### src/design/frrc_pkg.sv
// Shared types, constants and CRC functions of the FlexRay frame receive checker.
package frrc_pkg;

    // Field widths.
    localparam int BYTE_W      = 8;
    localparam int POS_W       = 9;
    localparam int LEN_W       = 10;
    localparam int HDR_W       = 40;
    localparam int HCRC_W      = 11;
    localparam int FCRC_W      = 24;
    localparam int STATUS_W    = 3;

    // Frame layout.
    localparam int                HDR_BYTES   = 5;
    localparam int                FCRC_BYTES  = 3;
    localparam logic [POS_W-1:0]  POS_MAX     = 9'd511;

    // CRC definitions, both MSB first.
    localparam logic [HCRC_W-1:0] HDR_CRC_INIT = 11'h01A;
    localparam logic [HCRC_W-1:0] HDR_CRC_POLY = 11'h385;
    localparam logic [FCRC_W-1:0] FRM_CRC_INIT = 24'hFEDCBA;
    localparam logic [FCRC_W-1:0] FRM_CRC_POLY = 24'h5D6DCB;

    // Configuration port.
    localparam int                PADDR_W             = 3;
    localparam int                PDATA_W             = 32;
    localparam logic              CFG_IDX_MAX_PAYLOAD = 1'b0;
    localparam logic [BYTE_W-1:0] MAX_PAYLOAD_RESET   = 8'd254;

    // Result kinds.
    localparam logic KIND_PAYLOAD = 1'b0;
    localparam logic KIND_SUMMARY = 1'b1;

    // Summary status codes.
    localparam logic [STATUS_W-1:0] STATUS_OK       = 3'd0;
    localparam logic [STATUS_W-1:0] STATUS_SHORT    = 3'd1;
    localparam logic [STATUS_W-1:0] STATUS_OVERSIZE = 3'd2;
    localparam logic [STATUS_W-1:0] STATUS_HCRC_BAD = 3'd3;
    localparam logic [STATUS_W-1:0] STATUS_FCRC_BAD = 3'd4;

    // Queue between the front and the back.
    localparam int QUEUE_DEPTH = 2;
    localparam int QPTR_W      = 1;
    localparam int QCNT_W      = 2;

    typedef struct packed {
        logic [7:0] frame_byte;
        logic       end_of_slice;
        logic [3:0] source_tag;
    } in_item_t;

    typedef struct packed {
        logic        item_kind;
        logic [7:0]  payload_byte;
        logic [7:0]  payload_index;
        logic [10:0] frame_ident;
        logic [4:0]  indicators;
        logic [6:0]  payload_words;
        logic [5:0]  cycle_num;
        logic [3:0]  source_out;
        logic [23:0] rx_frm_crc;
        logic [2:0]  status;
    } out_item_t;

    // One classified item as it waits between the front and the back.
    typedef struct packed {
        logic              item_kind;
        logic [BYTE_W-1:0] payload_byte;
        logic [BYTE_W-1:0] payload_index;
        logic [HDR_W-1:0]  header;
        logic [3:0]        source_tag;
        logic [FCRC_W-1:0] crc_field;
        logic [HCRC_W-1:0] hdr_crc_calc;
        logic [FCRC_W-1:0] frm_crc_calc;
        logic [LEN_W-1:0]  byte_total;
    } q_entry_t;

    // Runs the header CRC over the top nbits of data, MSB first.
    function automatic logic [HCRC_W-1:0] crc11_update(
        input logic [HCRC_W-1:0] crc,
        input logic [7:0]        data,
        input logic [3:0]        nbits
    );
        logic [HCRC_W-1:0] c;
        logic              fb;
        c  = crc;
        fb = 1'b0;
        for (int i = 0; i < 8; i++) begin
            if (i < int'(nbits)) begin
                fb = c[HCRC_W-1] ^ data[7-i];
                c  = {c[HCRC_W-2:0], 1'b0};
                if (fb) begin
                    c = c ^ HDR_CRC_POLY;
                end
            end
        end
        return c;
    endfunction

    // Runs the frame CRC over one byte, MSB first.
    function automatic logic [FCRC_W-1:0] crc24_byte(
        input logic [FCRC_W-1:0] crc,
        input logic [7:0]        data
    );
        logic [FCRC_W-1:0] c;
        logic              fb;
        c  = crc;
        fb = 1'b0;
        for (int i = 7; i >= 0; i--) begin
            fb = c[FCRC_W-1] ^ data[i];
            c  = {c[FCRC_W-2:0], 1'b0};
            if (fb) begin
                c = c ^ FRM_CRC_POLY;
            end
        end
        return c;
    endfunction

endpackage

### src/design/frrc_front.sv
// Front part: takes frame bytes, tracks the slice and both CRCs, and classifies each byte.
module frrc_front (
    input  logic                        aclk,
    input  logic                        aresetn,
    input  logic                        s_valid,
    output logic                        s_ready,
    input  frrc_pkg::in_item_t          s_data,
    input  logic [frrc_pkg::BYTE_W-1:0] max_payload,
    input  logic                        q_full,
    output logic                        q_push,
    output frrc_pkg::q_entry_t          q_wdata
);

    logic [frrc_pkg::POS_W-1:0]  pos_reg,  pos_next;
    logic [frrc_pkg::HDR_W-1:0]  hdr_reg,  hdr_next;
    logic [frrc_pkg::HCRC_W-1:0] hcrc_reg, hcrc_next;
    logic [frrc_pkg::FCRC_W-1:0] fcrc_reg, fcrc_next;
    logic [frrc_pkg::FCRC_W-1:0] cfld_reg, cfld_next;

    logic [frrc_pkg::HDR_W-1:0]  hdr_upd;
    logic [frrc_pkg::HCRC_W-1:0] hcrc_upd;
    logic [frrc_pkg::FCRC_W-1:0] fcrc_upd;
    logic [frrc_pkg::FCRC_W-1:0] cfld_upd;
    logic [frrc_pkg::POS_W-1:0]  pos_upd;
    logic [6:0]                  pw;
    logic [frrc_pkg::BYTE_W-1:0] plen;
    logic [frrc_pkg::POS_W-1:0]  frame_end;
    logic [frrc_pkg::POS_W-1:0]  crc_end;
    logic                        in_frame;
    logic                        in_crc_field;
    logic                        is_payload;
    logic                        accept;
    logic [7:0]                  b;

    assign b       = s_data.frame_byte;
    assign s_ready = !q_full;
    assign accept  = s_valid && s_ready;

    // Header capture and header CRC over the 20 protected bits.
    always_comb begin
        hdr_upd  = hdr_reg;
        hcrc_upd = hcrc_reg;
        unique case (pos_reg)
            9'd0: begin
                hdr_upd[39:32] = b;
                hcrc_upd = frrc_pkg::crc11_update(hcrc_reg, {b[4:0], 3'b000}, 4'd5);
            end
            9'd1: begin
                hdr_upd[31:24] = b;
                hcrc_upd = frrc_pkg::crc11_update(hcrc_reg, b, 4'd8);
            end
            9'd2: begin
                hdr_upd[23:16] = b;
                hcrc_upd = frrc_pkg::crc11_update(hcrc_reg, {b[7:1], 1'b0}, 4'd7);
            end
            9'd3: hdr_upd[15:8] = b;
            9'd4: hdr_upd[7:0]  = b;
            default: begin
            end
        endcase
    end

    assign pw        = hdr_upd[23:17];
    assign plen      = {pw, 1'b0};
    assign frame_end = {1'b0, plen} + 9'(frrc_pkg::HDR_BYTES);
    assign crc_end   = frame_end + 9'(frrc_pkg::FCRC_BYTES);
    assign in_frame  = pos_reg < frame_end;
    assign in_crc_field = !in_frame && (pos_reg < crc_end);
    assign is_payload   = in_frame && (pos_reg >= 9'(frrc_pkg::HDR_BYTES));

    assign fcrc_upd = in_frame ? frrc_pkg::crc24_byte(fcrc_reg, b) : fcrc_reg;
    assign cfld_upd = in_crc_field ? {cfld_reg[15:0], b} : cfld_reg;
    assign pos_upd  = (pos_reg == frrc_pkg::POS_MAX) ? frrc_pkg::POS_MAX : pos_reg + 9'd1;

    always_comb begin
        pos_next  = pos_reg;
        hdr_next  = hdr_reg;
        hcrc_next = hcrc_reg;
        fcrc_next = fcrc_reg;
        cfld_next = cfld_reg;
        if (accept) begin
            if (s_data.end_of_slice) begin
                pos_next  = '0;
                hdr_next  = '0;
                hcrc_next = frrc_pkg::HDR_CRC_INIT;
                fcrc_next = frrc_pkg::FRM_CRC_INIT;
                cfld_next = '0;
            end else begin
                pos_next  = pos_upd;
                hdr_next  = hdr_upd;
                hcrc_next = hcrc_upd;
                fcrc_next = fcrc_upd;
                cfld_next = cfld_upd;
            end
        end
    end

    always_ff @(posedge aclk) begin
        if (!aresetn) begin
            pos_reg  <= '0;
            hdr_reg  <= '0;
            hcrc_reg <= frrc_pkg::HDR_CRC_INIT;
            fcrc_reg <= frrc_pkg::FRM_CRC_INIT;
            cfld_reg <= '0;
        end else begin
            pos_reg  <= pos_next;
            hdr_reg  <= hdr_next;
            hcrc_reg <= hcrc_next;
            fcrc_reg <= fcrc_next;
            cfld_reg <= cfld_next;
        end
    end

    // A summary goes out on the slice end; a payload byte only if the payload fits.
    assign q_push = accept &&
                    (s_data.end_of_slice || (is_payload && (plen <= max_payload)));

    always_comb begin
        q_wdata               = '0;
        q_wdata.item_kind     = s_data.end_of_slice ? frrc_pkg::KIND_SUMMARY
                                                    : frrc_pkg::KIND_PAYLOAD;
        q_wdata.payload_byte  = b;
        q_wdata.payload_index = 8'(pos_reg - 9'(frrc_pkg::HDR_BYTES));
        q_wdata.header        = hdr_upd;
        q_wdata.source_tag    = s_data.source_tag;
        q_wdata.crc_field     = cfld_upd;
        q_wdata.hdr_crc_calc  = hcrc_upd;
        q_wdata.frm_crc_calc  = fcrc_upd;
        q_wdata.byte_total    = {1'b0, pos_reg} + 10'd1;
    end

endmodule

### config.mk
export PLATFORM = sky130hd
export DESIGN_NAME = frrc_front
export DESIGN_NICKNAME = d
export VERILOG_FILES = /design/src/design/frrc_pkg.sv /design/src/design/frrc_front.sv
export SDC_FILE = /design/constraint.sdc
export NUM_CORES = 1
export LEC_CHECK = 0
export ABC_CLOCK_PERIOD_IN_PS = 4800
export BUFFER_PORTS_ARGS = -buffer_cell sky130_fd_sc_hd__buf_2
export CAP_MARGIN = 10
export CORE_MARGIN = 2
export CORE_UTILIZATION = 43
export CTS_BUF_LIST = sky130_fd_sc_hd__clkbuf_4 sky130_fd_sc_hd__clkbuf_8 sky130_fd_sc_hd__clkbuf_16
export DETAILED_ROUTE_END_ITERATION = 10
export GPL_ROUTABILITY_DRIVEN = 1
export HOLD_SLACK_MARGIN = 0.02
export PLACE_DENSITY = 0.68
export SLEW_MARGIN = 0
export SYNTH_ARGS = -nofsm -noshare
export SYNTH_HDL_FRONTEND = slang
export SYNTH_SLANG_ARGS = --single-unit
### constraint.sdc
create_clock -name aclk -period 4.8 [get_ports aclk]
set_input_delay 0.24 -clock aclk [delete_from_list [all_inputs] [get_ports aclk]]
set_output_delay 0.24 -clock aclk [all_outputs]
set_load 0.005 [all_outputs]
==> results of run 1 <==
[how the worst max path moves through the flow]
stage | endpoint | slack, ns
after floorplan | q_wdata[48] | -0.03
after global placement | q_wdata[56] | 0.08
after global routing | q_wdata[51] | -0.31
after detailed placement | q_wdata[56] | 0.03
after CTS | q_wdata[56] | -0.19
final | q_wdata[68] | -0.19
[cells in the mapped netlist, types with 4 or more instances]
cell type / count / share of area
nor3_1: 7 / 0.0047
and3_1: 10 / 0.0084
nor2_1: 79 / 0.040
a221o_1: 4 / 0.0054
o21ai_0: 15 / 0.010
o221ai_1: 4 / 0.0047
a32o_1: 6 / 0.0081
ha_1: 31 / 0.052
o22ai_1: 6 / 0.0051
o221a_2: 4 / 0.0061
buf_2: 10 / 0.0068
buf_4: 16 / 0.016
dfxtp_1: 108 / 0.29
mux2i_1: 6 / 0.0081
a21oi_1: 22 / 0.015
o211ai_1: 7 / 0.0071
mux2_2: 72 / 0.11
inv_1: 28 / 0.014
o31ai_1: 4 / 0.0041
clkbuf_1: 39 / 0.020
buf_6: 6 / 0.0091
o32ai_1: 9 / 0.011
a21o_1: 6 / 0.0061
a31oi_1: 7 / 0.0059
xor2_1: 40 / 0.047
a22oi_1: 46 / 0.047
nand2_1: 38 / 0.019
nand3_1: 10 / 0.0068
xnor2_1: 96 / 0.11
nand4_1: 4 / 0.0034
a22o_1: 24 / 0.028
nor2b_1: 5 / 0.0042
[layer usage]
layer  vias to the layer above  GRT usage  share of wire
li1                       3174          -              -
met1                      3213     0.3102           0.45
met2                       195     0.3810           0.46
met3                        32    0.04789          0.058
met4                         0    0.07581          0.025
met5                         -          0              0
[cell usage in the layout, fill, tap and decap left out, types with 4 or more instances in the layout]
master / count
a21o_1: 6
a21oi_1: 21
a221o_1: 4
a22o_1: 24
a22oi_1: 46
a31oi_1: 7
a32o_1: 6
and3_1: 8
buf_2: 148
buf_4: 38
clkbuf_16: 12
dfxtp_1: 108
ha_1: 27
ha_4: 4
inv_1: 24
mux2_2: 60
mux2_4: 12
nand2_1: 35
nand3_1: 8
nand4_1: 4
nor2_1: 78
nor2b_1: 5
nor3_1: 7
o211ai_1: 7
o21ai_0: 14
o221a_2: 4
o22ai_1: 6
o31ai_1: 4
o32ai_1: 9
xnor2_1: 93
xnor2_2: 4
xor2_1: 38
[stage by stage]
step,total power [W],cells
after global placement,0.002489,1146
after floorplan,0.002003,815
after detailed placement,0.002497,1146
final,0.003313,1179
after global routing,0.003489,1179
after CTS,0.003282,1172
[critical path, cell delays in order (launching register included)]
cell and delay [ns]:
dfxtp_1 0.31, or4_4 0.54, or4_4 0.55, mux2_4 0.35, ha_4 0.18, xnor2_2 0.14
and3_4 0.19, a21oi_4 0.14, xnor2_2 0.14, ha_1 0.27, a21o_1 0.18, a211o_1 0.30
o221ai_2 0.17, and3_4 0.30, clkbuf_16 0.17, mux2_2 0.33, buf_2 0.13
[power breakdown]
| part | leakage, nW | switching [W] | total [W] | internal [W] |
|---|---|---|---|---|
| Sequential | 0.874 | 0.0000388 | 0.000971 | 0.000932 |
| Combinational | 2.96 | 0.000811 | 0.00156 | 0.000752 |
| Clock | 0.143 | 0.000367 | 0.000779 | 0.000412 |
| Total | 3.98 | 0.00122 | 0.00331 | 0.00210 |
[cell type report]
type,instances,area (um2),area share
Clock buffer,9,225.2,0.02479
Clock inverter,7,80.08,0.008813
Inverter,29,108.9,0.01198
Multi-Input combinational cell,605,4999,0.5501
Sequential cell,108,2162,0.2380
Tap cell,225,281.5,0.03098
Timing Repair Buffer,196,1230,0.1354
[logic make-up (layout without fill, tap and decap cells)]
| logic type | after synthesis | count (layout) | synth area share |
|---|---|---|---|
| AOI/OAI and AO/OA | 187 | 187 | 0.1899 |
| xor gates and xnor gates | 142 | 142 | 0.1774 |
| adders and majority gates | 31 | 31 | 0.05233 |
| buffers and inverters | 102 | 241 | 0.06752 |
| DFF | 108 | 108 | 0.2917 |
| muxes | 79 | 79 | 0.1205 |
| and+or+nand+nor | 166 | 166 | 0.1006 |
[timing repair]
| item | CTS | global route |
|---|---|---|
| hold buffers | 0 | 0 |
| cloned | 2 | 3 |
| setup endpoints to repair | 49 | 73 |
| pin swaps | 6 | 9 |
| setup buffers | 8 | 5 |
| resized for setup | 20 | 34 |
==> results.sh, run 1 <==
export IMPL_synth_distinct_cells=62
export IMPL_synth_seq_area_share=0.2917
export IMPL_stdcell_area_mm2=0.009086
export IMPL_largest_register_ffs=40
export IMPL_cp_arrival_ns=4.75
export IMPL_routed_wl_um=21870
export IMPL_synthFlopType="dfxtp_1"
export IMPL_finalSetupTns_ns=-4.076
export IMPL_vias_per_cell=5.610
export IMPL_drive_gt1_frac=0.3459
export IMPL_ir_drop_mv=0.3244
export IMPL_antenna_found_initial=0
export IMPL_firstDrtPassIters=5
export IMPL_place_hpwl_um=15000
export IMPL_clk_pin_slew_worst_paths_ns=0.08
export IMPL_clockBufferDepth=2
export IMPL_synthCells=815
export IMPL_track_usage=0.2337
export IMPL_worstReg2RegStart="pos_reg[3]$_SDFFE_PN0P_"
export IMPL_drt_iter0_drc=450
export IMPL_slew_violations=0
export IMPL_routedWlPerCell_um=18.55
export IMPL_power_density_mw_per_mm2=364.6
export IMPL_hold_ws_ns=0.3600
export IMPL_critPathCaptureType="primary output"
export IMPL_hold_viol_final=0
export IMPL_nets=1005
export IMPL_status="complete, but fails checks"
export IMPL_cts_root_buf="clkbuf_16"
export IMPL_critPathKind="flop to primary output"
export IMPL_period_needed_ns=4.990
export IMPL_fmax_mhz=200.4
export IMPL_whs_path_depth=2
export IMPL_rsz0062_at_grt="yes"
export IMPL_cts_sinks=108
export IMPL_hold_class="primary input to flop"
export IMPL_place_area_mm2=0.008313
export IMPL_grt_pass1_wl_um=33790
export IMPL_synth_edf_count=0
export IMPL_r2r_slack_ns=0.24
export IMPL_max_cap_violations=0
export IMPL_hp_start="aresetn"
export IMPL_crit_path_max_fanout=6
export IMPL_ctsHtreeMaxLevel=3
export IMPL_dieWidth_um=135.3
export IMPL_routabilityCongestion=0.9280
export IMPL_netlist_area_mm2=0.007412
export IMPL_ys_ff_latch=108
export IMPL_relSlewSlack=0.4116
export IMPL_gr_total_overflow=0
export IMPL_clock_skew_final_ns=0.01100
export IMPL_fp_dieH_um=135.3
export IMPL_core_mm2=0.01706
export IMPL_pre_cts_ws_ns=0.03224
export IMPL_rows=48
export IMPL_diodes=0
export IMPL_worstMarginPinSlew_ns=0.8745
export IMPL_io_pins=157
export IMPL_ys_async_sr_fraction=0
export IMPL_insertion_delay_ns=0.36
export IMPL_drc=0
export IMPL_fin_util=0.5327
export IMPL_ys_warn_count=0
export IMPL_holdPathEnd="fcrc_reg[3]$_SDFFE_PN1P_"
export IMPL_violations="negative setup slack"
export IMPL_vias=6614
export IMPL_dieArea_mm2=0.01830
export IMPL_start_kind="flop"
export IMPL_numCtsBuffers=9
export IMPL_tritoncts="yes"
export IMPL_worstSetupStartpoint="pos_reg[3]$_SDFFE_PN0P_"
export IMPL_total_leakage_power_nw=3.975
export IMPL_synth_fp_nets=871
export IMPL_fin_ws_ns=-0.1900
export IMPL_area_delta_synth_final_pct=22.59
export IMPL_finalSetupViolCount=24
export IMPL_r2r_end="cfld_reg[8]$_SDFFE_PN0P_"
export IMPL_postSynthAreaPerCell_um2=9.095
export IMPL_start_util=0.4346
export IMPL_finalCritPeriodShare=1.040
export IMPL_required_ns=4.56
export IMPL_rr_worst_depth=17
export IMPL_n_fill_cell=1553
export IMPL_ant_nets=0
export IMPL_io_buffers=148
export IMPL_grt_start_max_net_pins=65
export IMPL_grt_pass1_vias=6275
Note: power is estimated with default switching activity, not from simulation.
==> inputs of run 2 (changes only) <==
--- a/config.mk
+++ b/config.mk
@@ -8,7 +8,6 @@
 export ABC_CLOCK_PERIOD_IN_PS = 4800
 export BUFFER_PORTS_ARGS = -buffer_cell sky130_fd_sc_hd__buf_2
 export CAP_MARGIN = 10
-export CORE_MARGIN = 2
 export CORE_UTILIZATION = 43
 export CTS_BUF_LIST = sky130_fd_sc_hd__clkbuf_4 sky130_fd_sc_hd__clkbuf_8 sky130_fd_sc_hd__clkbuf_16
 export DETAILED_ROUTE_END_ITERATION = 10
==> run 2 against run 1 <==
The flow still finishes with violations (negative setup slack). Routed wire length is 5.1% higher. Largest cell class unchanged. Combinational power grew 13%. Power rose by 6.0%. Register-to-register slack worse by 0.10 ns. First-iteration DRC count grew 19%. Sequential power about the same. Non-clock buffer count grew 12. Worst setup slack got worse by 0.0040 ns. Hold slack got worse by 0.035 ns. Highest routed layer unchanged. Clock power hardly changed.
==> results.sh, run 2 (synthesis gave the netlist of run 1 again) <==
export IMPL_clk_pin_slew_worst_paths_ns=0.08
export IMPL_vias=6787
export IMPL_nets=1017
export IMPL_final_cell_mix="buf_2 (135), dfxtp_1 (106), xnor2_1 (92), nor2_1 (78)"
export IMPL_cts_root_buf="clkbuf_16"
export IMPL_hold_viol_final=0
export IMPL_final_common_cell="buf_2"
export IMPL_hold_class="primary input to flop"
export IMPL_largest_register_ffs=40
export IMPL_routedWlPerCell_um=19.37
export IMPL_fmax_mhz=200.2
export IMPL_dieArea_mm2=0.01777
export IMPL_insertion_delay_ns=0.36
export IMPL_gr_total_overflow=0
export IMPL_n_fill_cell=1470
export IMPL_clockBufferDepth=2
export IMPL_grt_start_max_net_pins=50
export IMPL_firstDrtPassIters=5
export IMPL_start_util=0.4438
export IMPL_cts_sinks=108
export IMPL_ctsHtreeMaxLevel=3
export IMPL_wl_met2_um=10760
export IMPL_grt_pass1_vias=6245
export IMPL_rows=47
export IMPL_highest_layer="met4"
export IMPL_ant_nets=0
export IMPL_status="complete, but fails checks"
export IMPL_fin_ws_ns=-0.1940
export IMPL_critPathKind="flop to primary output"
export IMPL_tritoncts="yes"
export IMPL_finalSetupViolCount=24
export IMPL_met1_length_um=10080
export IMPL_crit_path_max_fanout=6
export IMPL_track_usage=0.2484
export IMPL_drt_iter0_drc=535
export IMPL_io_buffers=148
export IMPL_diodes=0
export IMPL_violations="negative setup slack"
export IMPL_dieWidth_um=133.3
export IMPL_routabilityCongestion=0.9253
export IMPL_start_kind="flop"
export IMPL_clock_skew_final_ns=0.009787
export IMPL_numCtsBuffers=9
export IMPL_slowest_delay_ns=0.56
export IMPL_core_mm2=0.01670
export IMPL_io_pins=157
export IMPL_max_cap_violations=0
export IMPL_drc=0
export IMPL_multiInputGateArea_mm2=0.005110
export IMPL_postCtsHoldBufs=0
export IMPL_worstMarginPinSlew_ns=0.8681
export IMPL_area_delta_synth_final_pct=27.28
export IMPL_routed_wl_um=22980
export IMPL_fp_dieH_um=133.3
export IMPL_ir_drop_mv=0.2560
export IMPL_place_inst=1142
export IMPL_slew_violations=0
export IMPL_antenna_found_initial=0
export IMPL_path_cells="or4_4, or4_4, mux2_4, ha_4, nand2_4, xor2_2, mux2i_4, nand3_4, xnor2_2, ha_1, a211o_1, o221ai_2, and3_4, clkbuf_16, mux2_4, buf_2"
export IMPL_place_hpwl_um=15080
export IMPL_cp_arrival_ns=4.75
export IMPL_relSlewSlack=0.4171
export IMPL_vias_per_cell=5.723
export IMPL_wl_met3_um=1546
export IMPL_finalSetupTns_ns=-4.319
export IMPL_finalCritPeriodShare=1.040
export IMPL_p_total_w=0.003512
export IMPL_seq_area_mm2=0.002165
export IMPL_cp_slowest_cell="or4_4"
export IMPL_required_ns=4.56
export IMPL_period_needed_ns=4.994
export IMPL_total_leakage_power_nw=4.132
export IMPL_grt_pass1_wl_um=34460
export IMPL_critPathCaptureType="primary output"
export IMPL_drive_gt1_frac=0.3623
export IMPL_power_density_mw_per_mm2=372.3
export IMPL_finalNonFillerCells=1186
export IMPL_rsz0062_at_grt="yes"
[run 2: cell types whose count changed in the layout (fill, tap and decap cells not counted), moves of 4 or more]
cell / change
buf_2: -13
o21ai_0: -4
mux2_4: +18
buf_6: +14
buf_4: +8
mux2_2: -18
[run 2: cell type report]
| cell class | count | area share |
|---|---|---|
| multi-input cells | 605 | 0.5416 |
| clock inverters | 7 | 0.008488 |
| well taps | 220 | 0.02918 |
| repair buffers | 208 | 0.1558 |
| flip-flops and latches | 108 | 0.2294 |
| inverters | 29 | 0.01154 |
| clock buffers | 9 | 0.02387 |
[run 2: repair_timing]
item,in CTS,in global routing
gates resized for setup,38,66
setup buffers,14,7
pin swaps,10,20
gates cloned,6,3
endpoints found under the setup margin,73,88
[run 2: worst paths after layout]
check / start / end / slack, ns / cells after the start
hold reg to reg: cfld_reg[21]$_SDFFE_PN0P_ / cfld_reg[21]$_SDFFE_PN0P_ / 0.49 / 1
setup / recovery: pos_reg[5]$_SDFFE_PN0P_ / q_wdata[59] / -0.19 / 16
hold / removal: s_data[8] / cfld_reg[3]$_SDFFE_PN0P_ / 0.33 / 2
setup reg to reg: pos_reg[5]$_SDFFE_PN0P_ / fcrc_reg[8]$_SDFFE_PN0P_ / 0.14 / 16
[run 2: critical path: cells and delay by family (launching register included)]
kind,cells,cell delay [ns]
AO/OA/AOI/OAI,2,0.50
XOR/XNOR,2,0.24
adder cells (fa/ha/maj),2,0.50
buffers and inverters,2,0.31
flip-flops,1,0.32
multiplexers,3,0.92
AND/OR/NAND/NOR,5,1.61
[run 2: stage by stage]
step	setup slack, ns	utilization	hold WS [ns]	cell area [um2]
6_report	-0.1940	0.5649	0.3253	9434
3_3_place_gp	0.07587	0.4978	0.4581	8314
5_1_grt	-0.3225	0.5649	0.3357	9434
3_5_place_dp	-0.02921	0.4978	0.4643	8314
4_1_cts	-0.2254	0.5408	0.3224	9032
2_1_floorplan	-0.03434	-	0.4450	7420
[run 2: layer usage]
layer / track usage / vias up
met4: 0.07955 / 0
met3: 0.06355 / 38
met5: 0 / -
met2: 0.3941 / 260
met1: 0.3285 / 3293
li1: - / 3196
[run 2: power breakdown]
| group | internal, W | switching (W) |
|---|---|---|
| combinational | 0.000896 | 0.000863 |
| clock | 0.000412 | 0.000367 |
| sequential | 0.000932 | 0.0000413 |
| total | 0.00224 | 0.00127 |
==> inputs of run 3 (changes only) <==
--- a/config.mk
+++ b/config.mk
@@ -14,6 +14,7 @@
 export GPL_ROUTABILITY_DRIVEN = 1
 export HOLD_SLACK_MARGIN = 0.02
 export PLACE_DENSITY = 0.68
+export RECOVER_POWER = 50
 export SLEW_MARGIN = 0
 export SYNTH_ARGS = -nofsm -noshare
 export SYNTH_HDL_FRONTEND = slang
==> run 3 against run 2 <==
Sequential share of layout area is 0.079 points higher. Non-clock buffer count unchanged. The flow still finishes with violations (negative setup slack). Largest power group unchanged. Critical path depth is the same. Critical endpoint unchanged. Count of clock-buffer cells in the layout did not move. Maximum frequency decreased by 0.21%. Register-to-register slack hardly changed. Cell area shrank 0.34%.
==> results.sh, run 3 (synthesis gave the netlist of run 1 again) <==
export IMPL_finalSetupViolCount=24
export IMPL_io_buffers=148
export IMPL_dieWidth_um=133.3
export IMPL_cp_arrival_ns=4.76
export IMPL_io_pins=157
export IMPL_relSlewSlack=0.3058
export IMPL_hold_class="primary input to flop"
export IMPL_cp_endpoint="q_wdata[59]"
export IMPL_cts_root_buf="clkbuf_16"
export IMPL_final_cell_mix="buf_2 (120), dfxtp_1 (106), xnor2_1 (92), nor2_1 (78), a22oi_1 (46)"
export IMPL_dieArea_mm2=0.01777
export IMPL_nets=1017
export IMPL_stdcell_area_mm2=0.009402
export IMPL_clockBufferDepth=2
export IMPL_track_usage=0.2484
export IMPL_power_density_mw_per_mm2=374.1
export IMPL_drt_iter0_drc=546
export IMPL_r2r_slack_ns=0.14
export IMPL_ant_nets=0
export IMPL_antenna_found_initial=0
export IMPL_fin_ws_ns=-0.2043
export IMPL_tritoncts="yes"
export IMPL_final_common_cell="buf_2"
export IMPL_status="complete, but fails checks"
export IMPL_fp_dieH_um=133.3
export IMPL_total_leakage_power_nw=4.079
export IMPL_violations="negative setup slack"
export IMPL_gr_total_overflow=0
export IMPL_r2r_end="fcrc_reg[8]$_SDFFE_PN0P_"
export IMPL_vias_per_cell=5.719
export IMPL_rows=47
export IMPL_pre_cts_ws_ns=-0.02921
export IMPL_finalCritPeriodShare=1.043
export IMPL_numCtsBuffers=9
export IMPL_cp_slowest_cell="or4_4"
export IMPL_start_util=0.4438
export IMPL_largest_register_ffs=40
export IMPL_hold_viol_final=0
export IMPL_finalNonFillerCells=1186
export IMPL_start_kind="flop"
export IMPL_ctsHtreeMaxLevel=3
export IMPL_crit_path_max_fanout=6
export IMPL_max_cap_violations=0
export IMPL_required_ns=4.56
export IMPL_worstReg2RegStart="pos_reg[5]$_SDFFE_PN0P_"
export IMPL_grt_pass1_wl_um=34460
export IMPL_clk_pin_slew_worst_paths_ns=0.08
export IMPL_ir_drop_mv=0.2559
export IMPL_routedWlPerCell_um=19.49
export IMPL_place_area_mm2=0.008314
export IMPL_vias=6783
export IMPL_rr_worst_depth=16
export IMPL_fmax_mhz=199.8
export IMPL_p_total_w=0.003517
export IMPL_core_mm2=0.01670
export IMPL_drc=0
export IMPL_place_hpwl_um=15080
export IMPL_firstDrtPassIters=5
export IMPL_slew_violations=0
export IMPL_place_inst=1142
export IMPL_grt_start_max_net_pins=50
export IMPL_worstSetupStartpoint="pos_reg[5]$_SDFFE_PN0P_"
export IMPL_diodes=0
export IMPL_period_needed_ns=5.004
export IMPL_routed_wl_um=23120
export IMPL_critPathCaptureType="primary output"
export IMPL_clock_skew_final_ns=0.01159
export IMPL_area_delta_synth_final_pct=26.84
export IMPL_rsz0062_at_grt="yes"
export IMPL_critPathKind="flop to primary output"
export IMPL_path_cells="or4_4, or4_4, mux2_4, ha_4, nand2_4, xor2_2, mux2i_4, nand3_4, xnor2_2, ha_1, a211o_1, o221ai_2, and3_4, clkbuf_16, mux2_4, buf_2"
export IMPL_grt_pass1_vias=6245
export IMPL_drive_gt1_frac=0.3437
export IMPL_routabilityCongestion=0.9253
export IMPL_cts_sinks=108
export IMPL_slowest_delay_ns=0.56
export IMPL_worstMarginPinSlew_ns=1.041
export IMPL_insertion_delay_ns=0.36
==> run 3: cell count changes in the layout (fill, tap and decap cells not counted) <==
cell / before / now
buf_4: 46 / 42
clkbuf_2: 0 / 1
clkbuf_1: 0 / 18
buf_2: 135 / 120
==> run 3: stage by stage <==
| step | setup TNS (ns) | utilization | hold slack (ns) |
|---|---|---|---|
| final | -4.569 | 0.5629 | 0.3238 |
| after global routing | -9.223 | 0.5629 | 0.3357 |
| after CTS | -7.417 | 0.5408 | 0.3224 |
| after detailed placement | -0.5354 | 0.4978 | 0.4643 |
| after global placement | 0 | 0.4978 | 0.4581 |
| after floorplan | -0.6867 | - | 0.4450 |
==> run 3: worst max-delay path: cells and delay by family, from the launching register on <==
kind	cells	cell delay, ns
buffers and inverters	2	0.31
muxes	3	0.92
DFF	1	0.32
adders and majority gates	2	0.50
AOI/OAI and AO/OA	2	0.50
and+or+nand+nor	5	1.61
xor gates and xnor gates	2	0.24
==> run 3: power breakdown <==
group          leakage, nW  switching, W  internal [W]
Clock                0.143      0.000369      0.000412
Sequential           0.875     0.0000416      0.000932
Combinational         3.06      0.000867      0.000895
Total                 4.08       0.00128       0.00224
==> run 3: timing repair <==
| action | in CTS | in global routing |
|---|---|---|
| gates cloned | 6 | 3 |
| pin swaps | 10 | 20 |
| endpoints found under the setup margin | 73 | 88 |
| resized for setup | 38 | 66 |
| hold buffers | 0 | 0 |
| buffers inserted | 14 | 7 |
==> run 3: layout make-up <==
type,instances,area (um2)
Fill cell,1486,7300
Multi-Input combinational cell,605,5110
Sequential cell,108,2165
Timing Repair Buffer,208,1438
Tap cell,220,275.3
Clock buffer,9,225.2
Inverter,29,108.9
Clock inverter,7,80.08
==> run 3: worst min path at each step <==
stage,start,endpoint,slack [ns],cells after the start
2_1_floorplan,cfld_reg[16]$_SDFFE_PN0P_,cfld_reg[16]$_SDFFE_PN0P_,0.44,1
3_3_place_gp,cfld_reg[20]$_SDFFE_PN0P_,cfld_reg[20]$_SDFFE_PN0P_,0.46,1
3_5_place_dp,cfld_reg[21]$_SDFFE_PN0P_,cfld_reg[21]$_SDFFE_PN0P_,0.46,1
4_1_cts,s_data[8],cfld_reg[3]$_SDFFE_PN0P_,0.32,2
5_1_grt,s_data[8],cfld_reg[3]$_SDFFE_PN0P_,0.34,2
6_report,s_data[8],cfld_reg[3]$_SDFFE_PN0P_,0.32,2
==> run 3: layer usage <==
layer	vias to the layer above	routed length, um	global-route usage
met5	-	0	0
li1	3190	-	-
met2	261	10880	0.3941
met1	3300	10240	0.3285
met4	0	482	0.07955
met3	32	1512	0.06355
